### src/rtl/rfr_pkg.sv
// -----------------------------------------------------------------------------
// rfr_pkg
// Shared types, codes and constants of the register frame receiver.
// -----------------------------------------------------------------------------
`default_nettype none

package rfr_pkg;

   localparam int MaxRegistersDefault = 64;
   localparam int CsrIndexW = 2;
   localparam int CsrDataW = 64;

   localparam logic [7:0]  FrameHeader     = 8'h55;
   localparam logic [6:0]  RegCountDefault = 7'd64;
   localparam logic [23:0] TimeoutDefault  = 24'd200000;
   localparam logic [23:0] TickMax         = 24'hFFFFFF;

   // configuration register indexes
   typedef enum logic [CsrIndexW-1:0] {
      CSR_REG_COUNT = 2'd0,
      CSR_TX_MASK   = 2'd1,
      CSR_TIMEOUT   = 2'd2
   } csr_addr_type;

   // input transaction kinds
   typedef enum logic {
      CMD_BYTE = 1'b0,
      CMD_TICK = 1'b1
   } cmd_type;

   // frame position: which byte is expected next
   typedef enum logic [2:0] {
      POS_HEADER = 3'd0,
      POS_INDEX  = 3'd1,
      POS_DATA0  = 3'd2,
      POS_DATA1  = 3'd3,
      POS_DATA2  = 3'd4,
      POS_DATA3  = 3'd5,
      POS_CHECK  = 3'd6
   } pos_type;

   typedef struct packed {
      logic [6:0]  register_count;
      logic [23:0] timeout_ticks;
   } cfg_type;

   typedef struct packed {
      logic        write_valid;
      logic [5:0]  write_index;
      logic [31:0] write_value;
      logic        frame_good;
      logic        frame_bad;
      logic        link_timeout;
   } rsp_type;

endpackage

`default_nettype wire

### src/rtl/register_frame_receiver_core.sv
// -----------------------------------------------------------------------------
// register_frame_receiver_core
// Header-synchronized, checksum-protected register frame receiver.
// -----------------------------------------------------------------------------
//
//   Channel  Direction  Handshake            Payload
//   req_     in         req_valid/req_ready  req_command, req_rx_byte
//   rsp_     out        rsp_valid/rsp_ready  write, frame and timeout status
//   csr_     in         csr_valid/csr_ready  csr_index, csr_data
//
// One transaction per cycle sustained while rsp_ready does not stall the
// result register; a result is presented once its request has passed the
// input register and then the result register.
// Reset clears the frame position, silence counter and timeout flag and
// loads the register defaults; captured frame bytes are not reset.
// A stalled result holds in the result register; the input register keeps
// taking a transaction while it is empty or the result register can advance.
// -----------------------------------------------------------------------------
`default_nettype none

module register_frame_receiver_core
   import rfr_pkg::*;
#(
   parameter int MAX_REGISTERS = MaxRegistersDefault
) (
   input  wire logic                 clock,
   input  wire logic                 reset,

   input  wire logic                 req_valid,
   output logic                      req_ready,
   input  wire logic                 req_command,
   input  wire logic [7:0]           req_rx_byte,

   output logic                      rsp_valid,
   input  wire logic                 rsp_ready,
   output logic                      rsp_write_valid,
   output logic      [5:0]           rsp_write_index,
   output logic      [31:0]          rsp_write_value,
   output logic                      rsp_frame_good,
   output logic                      rsp_frame_bad,
   output logic                      rsp_link_timeout,

   input  wire logic                 csr_valid,
   output logic                      csr_ready,
   input  wire logic [CsrIndexW-1:0] csr_index,
   input  wire logic [CsrDataW-1:0]  csr_data
);

   cfg_type                  cfg;
   logic [MAX_REGISTERS-1:0] tx_mask;
   rsp_type                  result;

   logic       in_valid_ff, in_valid_in;
   logic       in_command_ff;
   logic [7:0] in_byte_ff;
   logic       rsp_valid_ff, rsp_valid_in;
   rsp_type    rsp_ff;

   logic req_fire, out_load, step;

   // configuration writes are always taken
   assign csr_ready = 1'b1;

   rfr_csr #(
      .MAX_REGISTERS (MAX_REGISTERS)
   ) u_csr (
      .clock     (clock),
      .reset     (reset),
      .csr_write (csr_valid),
      .csr_index (csr_index),
      .csr_data  (csr_data),
      .cfg       (cfg),
      .tx_mask   (tx_mask)
   );

   // advance the result register when it is empty or being drained
   assign out_load  = !rsp_valid_ff || rsp_ready;
   assign step      = in_valid_ff && out_load;
   assign req_ready = !in_valid_ff || out_load;
   assign req_fire  = req_valid && req_ready;

   always_comb begin
      in_valid_in = in_valid_ff;
      if (req_fire) begin
         in_valid_in = 1'b1;
      end else if (step) begin
         in_valid_in = 1'b0;
      end
      rsp_valid_in = rsp_valid_ff;
      if (step) begin
         rsp_valid_in = 1'b1;
      end else if (rsp_ready) begin
         rsp_valid_in = 1'b0;
      end
   end

   always_ff @(posedge clock) begin
      if (reset) begin
         in_valid_ff  <= 1'b0;
         rsp_valid_ff <= 1'b0;
      end else begin
         in_valid_ff  <= in_valid_in;
         rsp_valid_ff <= rsp_valid_in;
      end
   end

   // hold the request payload until it is processed
   always_ff @(posedge clock) begin
      if (req_fire) begin
         in_command_ff <= req_command;
         in_byte_ff    <= req_rx_byte;
      end
   end

   rfr_deframer #(
      .MAX_REGISTERS (MAX_REGISTERS)
   ) u_deframer (
      .clock   (clock),
      .reset   (reset),
      .step    (step),
      .command (in_command_ff),
      .rx_byte (in_byte_ff),
      .cfg     (cfg),
      .tx_mask (tx_mask),
      .result  (result)
   );

   // capture the result of the processed transaction
   always_ff @(posedge clock) begin
      if (step) begin
         rsp_ff <= result;
      end
   end

   assign rsp_valid        = rsp_valid_ff;
   assign rsp_write_valid  = rsp_ff.write_valid;
   assign rsp_write_index  = rsp_ff.write_index;
   assign rsp_write_value  = rsp_ff.write_value;
   assign rsp_frame_good   = rsp_ff.frame_good;
   assign rsp_frame_bad    = rsp_ff.frame_bad;
   assign rsp_link_timeout = rsp_ff.link_timeout;

endmodule

`default_nettype wire

### src/rtl/rfr_csr.sv
// -----------------------------------------------------------------------------
// rfr_csr
// Configuration registers: register count, transmit mask, timeout limit.
// -----------------------------------------------------------------------------
`default_nettype none

module rfr_csr
   import rfr_pkg::*;
#(
   parameter int MAX_REGISTERS = MaxRegistersDefault
) (
   input  wire logic                     clock,
   input  wire logic                     reset,
   input  wire logic                     csr_write,
   input  wire logic [CsrIndexW-1:0]     csr_index,
   input  wire logic [CsrDataW-1:0]      csr_data,
   output cfg_type                       cfg,
   output logic      [MAX_REGISTERS-1:0] tx_mask
);

   logic [6:0]               reg_count_ff, reg_count_in;
   logic [MAX_REGISTERS-1:0] tx_mask_ff, tx_mask_in;
   logic [23:0]              timeout_ff, timeout_in;

   always_comb begin
      reg_count_in = reg_count_ff;
      tx_mask_in   = tx_mask_ff;
      timeout_in   = timeout_ff;
      if (csr_write) begin
         unique case (csr_addr_type'(csr_index))
            CSR_REG_COUNT: reg_count_in = csr_data[6:0];
            CSR_TX_MASK:   tx_mask_in   = csr_data[MAX_REGISTERS-1:0];
            CSR_TIMEOUT:   timeout_in   = csr_data[23:0];
            default: ; // drop writes to unused indexes
         endcase
      end
   end

   always_ff @(posedge clock) begin
      if (reset) begin
         reg_count_ff <= RegCountDefault;
         tx_mask_ff   <= '0;
         timeout_ff   <= TimeoutDefault;
      end else begin
         reg_count_ff <= reg_count_in;
         tx_mask_ff   <= tx_mask_in;
         timeout_ff   <= timeout_in;
      end
   end

   assign cfg.register_count = reg_count_ff;
   assign cfg.timeout_ticks  = timeout_ff;
   assign tx_mask            = tx_mask_ff;

endmodule

`default_nettype wire

### src/rtl/rfr_deframer.sv
// -----------------------------------------------------------------------------
// rfr_deframer
// Frame position tracking, byte capture, checksum, write decision and
// silence counter. Produces one result per step.
// -----------------------------------------------------------------------------
`default_nettype none

module rfr_deframer
   import rfr_pkg::*;
#(
   parameter int MAX_REGISTERS = MaxRegistersDefault
) (
   input  wire logic                     clock,
   input  wire logic                     reset,
   input  wire logic                     step,
   input  wire logic                     command,
   input  wire logic [7:0]               rx_byte,
   input  wire cfg_type                  cfg,
   input  wire logic [MAX_REGISTERS-1:0] tx_mask,
   output rsp_type                       result
);

   localparam int MaskIdxW = (MAX_REGISTERS > 1) ? $clog2(MAX_REGISTERS) : 1;
   localparam logic [7:0] RegLimit = 8'(MAX_REGISTERS);

   pos_type     pos_ff, pos_in;
   logic [7:0]  index_ff;
   logic [7:0]  data_ff [4];
   logic [23:0] silence_ff, silence_in;
   logic        flag_ff, flag_in;

   logic        byte_step, tick_step;
   logic [7:0]  sum;
   logic        frame_end, good, in_range, write_ok;
   logic [23:0] tick_next;

   assign byte_step = step && (cmd_type'(command) == CMD_BYTE);
   assign tick_step = step && (cmd_type'(command) == CMD_TICK);

   // next position
   always_comb begin
      pos_in = pos_ff;
      if (byte_step) begin
         unique case (pos_ff)
            POS_HEADER: if (rx_byte == FrameHeader) pos_in = POS_INDEX;
            POS_INDEX:  pos_in = POS_DATA0;
            POS_DATA0:  pos_in = POS_DATA1;
            POS_DATA1:  pos_in = POS_DATA2;
            POS_DATA2:  pos_in = POS_DATA3;
            POS_DATA3:  pos_in = POS_CHECK;
            POS_CHECK:  pos_in = POS_HEADER;
            default:    pos_in = POS_HEADER;
         endcase
      end
   end

   // checksum, write decision, silence counter
   always_comb begin
      sum       = index_ff + data_ff[0] + data_ff[1] + data_ff[2] + data_ff[3];
      frame_end = byte_step && (pos_ff == POS_CHECK);
      good      = frame_end && (sum == rx_byte);
      in_range  = (index_ff < {1'b0, cfg.register_count}) && (index_ff < RegLimit);
      write_ok  = good && in_range && !tx_mask[index_ff[MaskIdxW-1:0]];

      tick_next = (silence_ff != TickMax) ? silence_ff + 24'd1 : silence_ff;
      silence_in = silence_ff;
      flag_in    = flag_ff;
      if (tick_step) begin
         silence_in = tick_next;
         flag_in    = flag_ff || (tick_next > cfg.timeout_ticks);
      end else if (good) begin
         silence_in = '0;
         flag_in    = 1'b0;
      end

      result.write_valid  = write_ok;
      result.write_index  = write_ok ? index_ff[5:0] : 6'd0;
      result.write_value  = write_ok ? {data_ff[3], data_ff[2], data_ff[1], data_ff[0]}
                                     : 32'd0;
      result.frame_good   = good;
      result.frame_bad    = frame_end && !good;
      result.link_timeout = flag_in;
   end

   always_ff @(posedge clock) begin
      if (reset) begin
         pos_ff     <= POS_HEADER;
         silence_ff <= '0;
         flag_ff    <= 1'b0;
      end else begin
         pos_ff     <= pos_in;
         silence_ff <= silence_in;
         flag_ff    <= flag_in;
      end
   end

   // frame content, captured in place
   always_ff @(posedge clock) begin
      if (byte_step) begin
         case (pos_ff)
            POS_INDEX: index_ff   <= rx_byte;
            POS_DATA0: data_ff[0] <= rx_byte;
            POS_DATA1: data_ff[1] <= rx_byte;
            POS_DATA2: data_ff[2] <= rx_byte;
            POS_DATA3: data_ff[3] <= rx_byte;
            default: ;
         endcase
      end
   end

endmodule

`default_nettype wire
### config.mk
export PLATFORM = sky130hd
export DESIGN_NAME = register_frame_receiver_core
export DESIGN_NICKNAME = d
export VERILOG_FILES = /design/src/rtl/rfr_pkg.sv /design/src/rtl/register_frame_receiver_core.sv /design/src/rtl/rfr_csr.sv /design/src/rtl/rfr_deframer.sv
export SDC_FILE = /design/constraint.sdc
export NUM_CORES = 1
export LEC_CHECK = 0
export BUFFER_PORTS_ARGS = -buffer_cell sky130_fd_sc_hd__buf_4
export CAP_MARGIN = 20
export CELL_PAD_IN_SITES_DETAIL_PLACEMENT = 1
export CELL_PAD_IN_SITES_GLOBAL_PLACEMENT = 2
export CORE_AREA = 2 2 170 172
export CTS_CLUSTER_SIZE = 28
export DETAILED_ROUTE_END_ITERATION = 8
export DIE_AREA = 0 0 172 174
export HOLD_SLACK_MARGIN = 0.02
export MAX_ROUTING_LAYER = met4
export PLACE_DENSITY = 0.86
export SETUP_SLACK_MARGIN = 0.02
export SYNTH_ARGS = -nofsm -noshare
export SYNTH_HDL_FRONTEND = slang
export SYNTH_SLANG_ARGS = --single-unit
### constraint.sdc
create_clock -name clock -period 6.3 [get_ports clock]
set_input_delay 0.945 -clock clock [delete_from_list [all_inputs] [get_ports clock]]
set_output_delay 0.945 -clock clock [all_outputs]
set_load 0.05 [all_outputs]
==> impl_results.md, run 1 <==
- Starting Density: 37.3%
- Critical Path AT: a little under 6000 ps
- Final net count: 1238
- Critical-path cell list: fa_1 > fa_1 > fa_1 > inv_1 > fa_1 > xnor2_1 > xnor2_1 > nand4_1 > or4b_4 > or4_2 > buf_4 > nor4b_2
- I/O pins: 125
- Root buf cell: clkbuf_16
- Peak per-stage delay on the critical path: 670 ps
- Number of gates resized after cts: 0
- Commonest cells post-synth: nand2_1 (202), dfxtp_1 (125), a21oi_1 (112)
- Yosys warning count: 0
- Number of max-cap violations: 0
- Switching part of the total: 23.0%
- Die Wd: approximately 170 µm
- Worst Hold Depth: 2
- Clock buffer depth: 3
- Most area-consuming cells after synthesis: edfxtp_1 (26%), dfxtp_1 (24%), nand2_1 (7.2%), a21oi_1 (5.3%), nor4b_2 (4.8%)
- CP Depth: 12
- Worst Hold Class: reg -> reg
- Core Region: 28200 µm²
- DR iter-0 viols: 374
- Post-DP HPWL: 19800 µm
- Critical Path Fanout Max: 40
- Post-Synthesis Cells: 996
- Pleak: between 4 and 5 nW
- Wire per inst: 18.8 µm
- Fillers: 3143
- Tmin final: approximately 5500 ps
- Crit start category: flop
- Seq pwr share: between 40% and 50%
- Cell with the most instances after synthesis: nand2_1
- Reg2reg path depth: 12
- Top_reg_cell synth: dfxtp_1
- Clock transition at the registers of the reported paths: 60 ps
- Cell taking the most area after synthesis: edfxtp_1
- Slew HR: a little over a quarter
- Comb pwr share: 6.8%
- Largest net degree at the start of global routing: 98
- Critical path type: reg -> reg
- Global-route wire length before repair: 44700 µm
- Worst Max-Slew Pin Slew: 1090 ps
- Global placer's final weighted congestion: 0.815
- Final setup vio count: 0
- Setup bufs post-CTS: 0
- TritonCTS Sinks: approximately 220
- Final hold vios: 0
- Clock power frac: 45.1%
- Final worst-path cycle share: 87.9%
- Pint: 2.42 mW
- Grt ovf: 0
- Layout overhead on the synthesized area: 19.5%
- Clock latency on the worst-skew pair: 520 ps
- # hold bufs at CTS: 0
- Top cell type's share of synthesized area: about a quarter
- Via count: about 8000
- RSZ-0062 raised after global routing: no
- Total GRT Usage: around 20%
- Yosys cell types: 58
- Htree depth: 1
- Setup TNS Final: 0 ps
- Worst hold margin: 449 ps
- First-pass DRT Iterations: 4
- Net switching power: 0.722 mW
- WP buf/inv: 2
- Synthesized flop and latch total: approximately 220
- CTS buffer count: 24
- Residual DRC count: 0
- Pwr dens: 250 nW/µm²
- Die ar.: ~30000 µm²
- Count of input and output buffers: around 120
- Synth Area per Inst: 10.6 µm²
- Async SR Flop Fraction: 0%
- Worst setup EP type: flop
- Status: complete, no violations
- Most Frequent Cell on Critical Path: fa_1
- CTS tree: yes
- Routed vias/inst: 5.21
- F_max: approximately 0.18 GHz
- Final slew viol count: 0
- Vias in the first global route: a little over 8000
- Row Count: 62
- Layout cell share with drive strength beyond 1: 21.2%
- Routed Antenna Nets: 0
- Sequential element share of the synthesized area: just under 50%
- DRT Wirelength: 28200 µm
- Die H: 174 µm
- Initial antenna violation count: 0
- Clock skew: between 15 and 20 ps
- Post-Syn Area: 10500 µm²
- EDFF count, synth: 91
- Critical Path RT: 6620 ps
- Post-Syn Nets: roughly 1100
- Worst IR drop on VDD: 0.000171 V
- Top Family by Delay on Critical Path: adder cells
- Critical path's slowest cell: or4_2
## final cells by class
type | instances | area [µm²] | share of cell area (%)
clock buffer | 34 | 699 | 5.56
timing repair buffer | 135 | 1040 | 8.23
tap | 384 | 480 | 3.82
sequential | 216 | 5240 | 41.6
antenna | 1 | 2.50 | 0.0199
multi-input combinational | 670 | 4850 | 38.5
inverter | 52 | 195 | 1.55
clock inverter | 7 | 86.3 | 0.686
## per-stage QoR
stage          area (µm²)  std cells  setup WS, ps  power, mW  utilization, %
2_1_floorplan       10500        996          1500       1.66               -
6_report            12600       1499           761       3.14            44.6
3_5_place_dp        11800       1456           782       1.76            41.7
3_3_place_gp        11800       1454          1080       1.75            41.6
4_1_cts             12600       1497           700       3.18            44.5
5_1_grt             12600       1498           547       3.25            44.6
## cell usage in the layout (no fill, tap or decap), types with 3 or more instances in the layout
cell / instances
a21o_1: 7
a21oi_1: 112
and2_1: 4
and3_1: 11
and4_1: 4
buf_4: 132
clkbuf_1: 5
clkbuf_16: 25
clkbuf_8: 4
clkinv_2: 3
dfxtp_1: 125
edfxtp_1: 91
fa_1: 20
ha_1: 39
inv_1: 52
mux2i_1: 4
mux4_2: 19
nand2_1: 202
nand3_1: 18
nand3b_1: 4
nand4_1: 8
nor2_1: 25
nor3_1: 10
nor4_2: 3
nor4b_2: 34
o211ai_1: 22
o21ai_0: 21
o2bb2ai_1: 3
o31ai_1: 3
or3_1: 16
xnor2_1: 33
xor2_1: 6
## power by group through the flow
stage | Sequential [mW] | Combinational [mW] | Clock [mW]
6_report | 1.51 | 0.212 | 1.42
5_1_grt | 1.52 | 0.232 | 1.50
4_1_cts | 1.51 | 0.215 | 1.45
3_5_place_dp | 1.54 | 0.214 | 0
3_3_place_gp | 1.54 | 0.209 | 0
2_1_floorplan | 1.57 | 0.0893 | 0
## worst min-delay path, stage by stage, from the launching register on
cell	delay [ps]
dfxtp_1	300
nand2_1	50
a21oi_1	50
## path summary, 6_finish.rpt
check,from,slack [ps],end
hold / removal,u_csr.tx_mask[14],450,u_csr.tx_mask[14]
setup / recovery,u_deframer.index_ff[2],760,rsp_write_value[13]
hold reg to reg,u_csr.tx_mask[14],450,u_csr.tx_mask[14]
setup reg to reg,u_deframer.index_ff[2],760,rsp_write_value[13]
## cell families (layout without fill, tap and decap cells)
family / Yosys count / count (layout) / share of synthesized area (%)
compound gates: 187 / 187 / 10.3
xor+xnor: 40 / 40 / 3.46
fa+ha+maj: 59 / 59 / 8.43
buf+inv: 110 / 228 / 4.57
flops: 216 / 216 / 49.7
mux: 24 / 24 / 4.55
other cells: 1 / 2 / 0.0356
simple gates: 359 / 359 / 19.0
## sequential cells by signal, summed over array words and instances (netlist names)
register,flops
rsp_write_value,32
rsp_link_timeout,1
in_byte_ff,8
in_valid_ff,1
u_deframer.pos_ff,3
u_csr.reg_count_ff,7
rsp_write_index,6
u_deframer.silence_ff,24
rsp_write_valid,1
rsp_frame_good,1
rsp_valid,1
u_deframer.data_ff,32
u_deframer.flag_ff,1
u_csr.timeout_ff,24
u_deframer.index_ff,8
in_command_ff,1
rsp_frame_bad,1
u_csr.tx_mask,64
## routing by layer
metal	share of wire, %	routed length, µm	global-route usage, %
met1	43	12100	24.4
met2	51	14300	33.5
met3	3.9	1090	2.53
met4	2.4	677	5.01
met5	0	0	-
Power figures use the tool's default switching activity.
==> run 2: changes to the inputs <==
Settings changed: CELL_PAD_IN_SITES_DETAIL_PLACEMENT 1 to default, CELL_PAD_IN_SITES_GLOBAL_PLACEMENT 2 to default, CORE_AREA 2 2 170 172 to 2 2 166 168, DIE_AREA 0 0 172 174 to 0 0 168 170, PLACE_DENSITY 0.86 to 0.65.
==> run 2 against run 1 <==
  * First-iteration DRC count rose by 39%
  * Critical path type unchanged
  * Highest routed layer unchanged
  * Core utilization up 2.4 points
  * Maximum frequency rose by 3.7%
  * Largest cell class unchanged
==> impl_results.md, run 2 (synthesized netlist as in run 1, its figures left out) <==
- Status: complete, no violations
- Total GRT Usage: between 10% and 20%
- Core Region: 26700 µm²
- Row Count: 60
- DRT Wirelength: ~24000 µm
- Comb pwr share: 6.7%
- DR iter-0 viols: 518
- # hold bufs at CTS: 0
- Non-filler cells, final: between 1000 and 1500
- Largest net degree at the start of global routing: 90
- Worst IR drop on VDD: approximately 0.00018 V
- Number of gates resized after cts: 0
- Clock buffer depth: 3
- Flip-flop count of the largest register after layout: 64
- Pwr dens: roughly 250 nW/µm²
- Pleak: 4.58 nW
- Die H: around 170 µm
- Critical Path Fanout Max: 40
- Layout overhead on the synthesized area: 18.9%
- Layout cell share with drive strength beyond 1: 21.4%
- Pint: 2.40 mW
- CP endpoint: rsp_write_index[4]
- Routed vias/inst: 5.21
- Fillers: 2442
- Grt ovf: 0
- Most common cell after layout, fill and taps aside: nand2_1
- Number of max-cap violations: 0
- Worst setup EP type: flop
- CTS buffer count: 24
- Die ar.: between 20000 and 30000 µm²
- RSZ-0062 raised after global routing: no
- Critical Path AT: around 5700 ps
- Clock latency on the worst-skew pair: 520 ps
- Tmin final: 5340 ps
- Post-placement setup slack: 955 ps
- Worst Max-Slew Pin Slew: 1010 ps
- Final setup margin: 958 ps
- Clock transition at the registers of the reported paths: about 60 ps
- Crit path from: u_deframer.index_ff[2]
- Initial antenna violation count: 0
- Most frequent cells in the layout: nand2_1 (202), buf_4 (133), dfxtp_1 (125), a21oi_1 (112), edfxtp_1 (91)
- Vias in the first global route: 7403
- Wire per inst: 16.8 µm
- Final core occ: 47.0%
- Global placer's final weighted congestion: 0.860
- Root buf cell: clkbuf_16
- Count of input and output buffers: between 100 and 150
- Setup bufs post-CTS: 0
- Final worst-path cycle share: 84.8%
- Crit start category: flop
- DP Cell Count: 1413
- FF+latch area: 5240 µm²
- R2R Path Start: u_deframer.index_ff[2]
- CTS tree: yes
- Die Wd: 168 µm
- Starting Density: between 30% and 40%
- Switching part of the total: between 20 and 25%
- Net switching power: 0.704 mW
- Seq pwr share: 48.8%
- R2R Path End: rsp_write_index[4]
- F_max: roughly 0.19 GHz
- Htree depth: 1
- Global-route wire length before repair: 39200 µm
- Critical path type: reg -> reg
- Setup TNS Final: 0 ps
- Slew HR: 32.4%
- Post-DP HPWL: 16900 µm
- Final setup vio count: 0
- Final hold vios: 0
- First-pass DRT Iterations: 5
- Area of the multi-input gates: 4850 µm²
- Final slew viol count: 0
- Diode count: 0
- Clock skew: between 10 and 15 ps
- Reg2reg path depth: 12
- Setup slack, reg-to-reg: 960 ps
- Worst Hold Class: reg -> reg
- Via count: 7593
- I/O pins: 125
- Residual DRC count: 0
- Routed Antenna Nets: 0
- TritonCTS Sinks: 216
- Critical Path RT: 6620 ps
- Clock power frac: 44.4%
- Final net count: 1239
-- run 2: final cells by class --
| class | instances | share of cell area, % |
|---|---|---|
| Timing Repair Buffer | 136 | 8.33 |
| Sequential cell | 216 | 41.8 |
| Tap cell | 341 | 3.41 |
| Inverter | 52 | 1.56 |
| Clock buffer | 35 | 5.69 |
| Clock inverter | 8 | 0.519 |
| Multi-Input combinational cell | 670 | 38.7 |
-- run 2: worst min path at each step --
stage	to	cells after the start	start	slack [ps]
2_1_floorplan	u_csr.tx_mask[10]	2	u_csr.tx_mask[10]	430
3_3_place_gp	u_csr.tx_mask[27]	2	u_csr.tx_mask[27]	440
3_5_place_dp	u_csr.tx_mask[6]	2	u_csr.tx_mask[6]	450
4_1_cts	u_csr.tx_mask[47]	2	u_csr.tx_mask[47]	450
5_1_grt	u_csr.tx_mask[31]	2	u_csr.tx_mask[31]	470
6_report	u_csr.tx_mask[27]	2	u_csr.tx_mask[27]	450
-- run 2: power groups by stage --
stage,Clock (mW),Combinational [mW],Sequential (mW)
2_1_floorplan,0,0.0893,1.57
3_3_place_gp,0,0.206,1.54
3_5_place_dp,0,0.208,1.54
4_1_cts,1.40,0.209,1.51
5_1_grt,1.46,0.227,1.52
6_report,1.38,0.209,1.51
-- run 2: critical path, cell delays in order (launching register included) --
cell      delay, ps
edfxtp_1        580
fa_1            610
fa_1            450
fa_1            550
inv_1            60
fa_1            470
xnor2_1         190
xnor2_1         140
nand4_1         100
or4b_4          550
or4_2           670
buf_4           330
nor4b_2         400
-- run 2: layer usage --
layer	up-vias	share of wire (%)	GRT usage (%)
met2	154	48	29.2
met1	3666	46	22.5
met4	0	2.1	4.61
met3	42	3.9	2.47
li1	3731	-	-
met5	-	0	-
-- run 2: stage by stage --
step           hold slack [ps]  instance area [µm²]  total power, mW
5_1_grt                    472                12500             3.20
2_1_floorplan              433                10500             1.66
4_1_cts                    453                12500             3.12
6_report                   451                12500             3.10
3_5_place_dp               445                11700             1.75
3_3_place_gp               441                11700             1.75
==> run 3: changes to the inputs <==
Settings changed: PLACE_DENSITY 0.65 to 0.67.
Clock period 6.3 ns to 4.4 ns, I/O delays scaled along.
==> run 3 against run 2 <==
  * The flow now finishes with violations (negative setup slack)
  * Register-to-register slack got worse by 1300 ps
  * Worst setup slack worse by 1300 ps
  * Via count rose by 2.7%
==> impl_results.md, run 3 (synthesized netlist as in run 1, its figures left out) <==
- Clock latency on the worst-skew pair: roughly 520 ps
- CTS buffer count: 25
- Post-DP HPWL: 17300 µm
- Pwr dens: approximately 340 nW/µm²
- Clock transition at the registers of the reported paths: approximately 60 ps
- I/O pins: 125
- Die H: between 150 and 200 µm
- Die Wd: 168 µm
- Largest net degree at the start of global routing: 101
- Metal2 WL: 12800 µm
- Layout cell share with drive strength beyond 1: roughly a quarter
- Critical Path AT: 5110 ps
- Tmin final: 4770 ps
- Core Region: 26700 µm²
- Diode count: 0
- DR iter-0 viols: 608
- Total GRT Usage: 18.2%
- Grt ovf: 0
- Wire per inst: 17.1 µm
- Critical path type: reg -> reg
- Violations in the final reports: negative setup slack
- Via count: a little under 8000
- Most common cell after layout, fill and taps aside: nand2_1
- Final net count: approximately 1300
- Global-route wire length before repair: 40500 µm
- Critical Path RT: 4740 ps
- Initial antenna violation count: 0
- Met3 wire length: between 900 and 1000 µm
- Number of max-cap violations: 0
- Final hold vios: 0
- Clock skew: roughly 12 ps
- Most frequent cells in the layout: nand2_1 (202), buf_4 (147), dfxtp_1 (125), a21oi_1 (112), edfxtp_1 (91)
- Residual DRC count: 0
- Routed Antenna Nets: 0
- Routed vias/inst: between 5 and 6
- Flip-flop count of the largest register after layout: 64
- Worst hold margin: 324 ps
- DP Cell Count: 1425
- TritonCTS Sinks: 216
- Final worst-path cycle share: 108%
- Status: complete, but fails checks
- WL met1: 11100 µm
- Htree depth: 1
- Worst IR drop on VDD: 0.000262 V
- Final setup vio count: 66
- Crit start category: flop
- Highest metal used: met4
- Final setup margin: -370 ps
- CTS tree: yes
- Tot Pwr: 4.33 mW
- Die ar.: 28600 µm²
- Root buf cell: clkbuf_16
- Layout overhead on the synthesized area: 21.8%
- Clock buffer depth: 3
- Post-placement setup slack: -383 ps
- Count of input and output buffers: 123
- RSZ-0062 raised after global routing: yes
- Slew HR: between 20% and 30%
- DRT Wirelength: between 20000 and 30000 µm
- Worst Max-Slew Pin Slew: 1070 ps
- Row Count: 60
- Vias in the first global route: slightly below 8000
- Global placer's final weighted congestion: roughly 0.81
- Worst setup EP type: flop
- Pleak: around 4.7 nW
- Non-filler cells, final: between 1000 and 1500
- F_max: 0.210 GHz
- Starting Density: 39.5%
- First-pass DRT Iterations: 4
- Critical Path Fanout Max: 16
- Worst Hold Class: in -> reg
- Final slew viol count: 0
-- run 3: worst paths after layout --
| path | cells past startpoint | from | slack, ps | to |
|---|---|---|---|---|
| setup reg to reg | 13 | u_deframer.data_ff[2][1] | -370 | rsp_write_index[1] |
| hold reg to reg | 2 | u_csr.tx_mask[3] | 450 | u_csr.tx_mask[3] |
| hold / removal | 1 | req_rx_byte[3] | 320 | in_byte_ff[3] |
| setup / recovery | 13 | u_deframer.data_ff[2][1] | -370 | rsp_write_index[1] |
-- run 3: final cells by class --
class,count,area [µm²]
clock buffers,33,676
clock inverters,8,43.8
fillers,2393,13800
inverters,52,195
multi-input cells,670,4930
flip-flops and latches,216,5240
well taps,341,427
repair buffers,159,1330
-- run 3: repair_timing --
item | 4_1_cts | 5_1_grt
gates cloned | 3 | 0
endpoints found under the setup margin | 66 | 67
gates resized for setup | 1 | 24
pin swaps | 3 | 2
setup buffers | 4 | 4
hold buffers | 0 | 0
-- run 3: worst max-delay path: stages (launching register included) --
cell and delay (ps):
edfxtp_1 420, fa_1 610, fa_1 440, fa_1 500, ha_2 190, inv_2 50
fa_2 410, xnor2_2 180, xnor2_1 130, nand4_1 120, or4b_4 560, or4_4 510
buf_12 200, nor4b_2 250
-- run 3: where the power goes --
| part | internal (mW) | switching (mW) | total (mW) |
|---|---|---|---|
| combinational | 0.117 | 0.184 | 0.301 |
| sequential | 2.14 | 0.0295 | 2.17 |
| clock | 1.07 | 0.797 | 1.87 |
| total | 3.32 | 1.01 | 4.33 |
-- run 3: metal layers --
| layer | track usage (%) | up-vias |
|---|---|---|
| li1 | - | 3783 |
| met1 | 23.3 | 3802 |
| met2 | 30.8 | 168 |
| met3 | 2.49 | 42 |
| met4 | 4.20 | 0 |
| met5 | - | - |
-- run 3: metrics by stage --
stage          area (µm²)  TNS [ps]  utilization [%]
2_1_floorplan       10600     -4800                -
3_3_place_gp        11900     -9470             44.5
3_5_place_dp        11900    -15860             44.5
4_1_cts             12700    -15870             47.7
5_1_grt             12800    -29010             48.1
6_report            12800    -17390             48.1
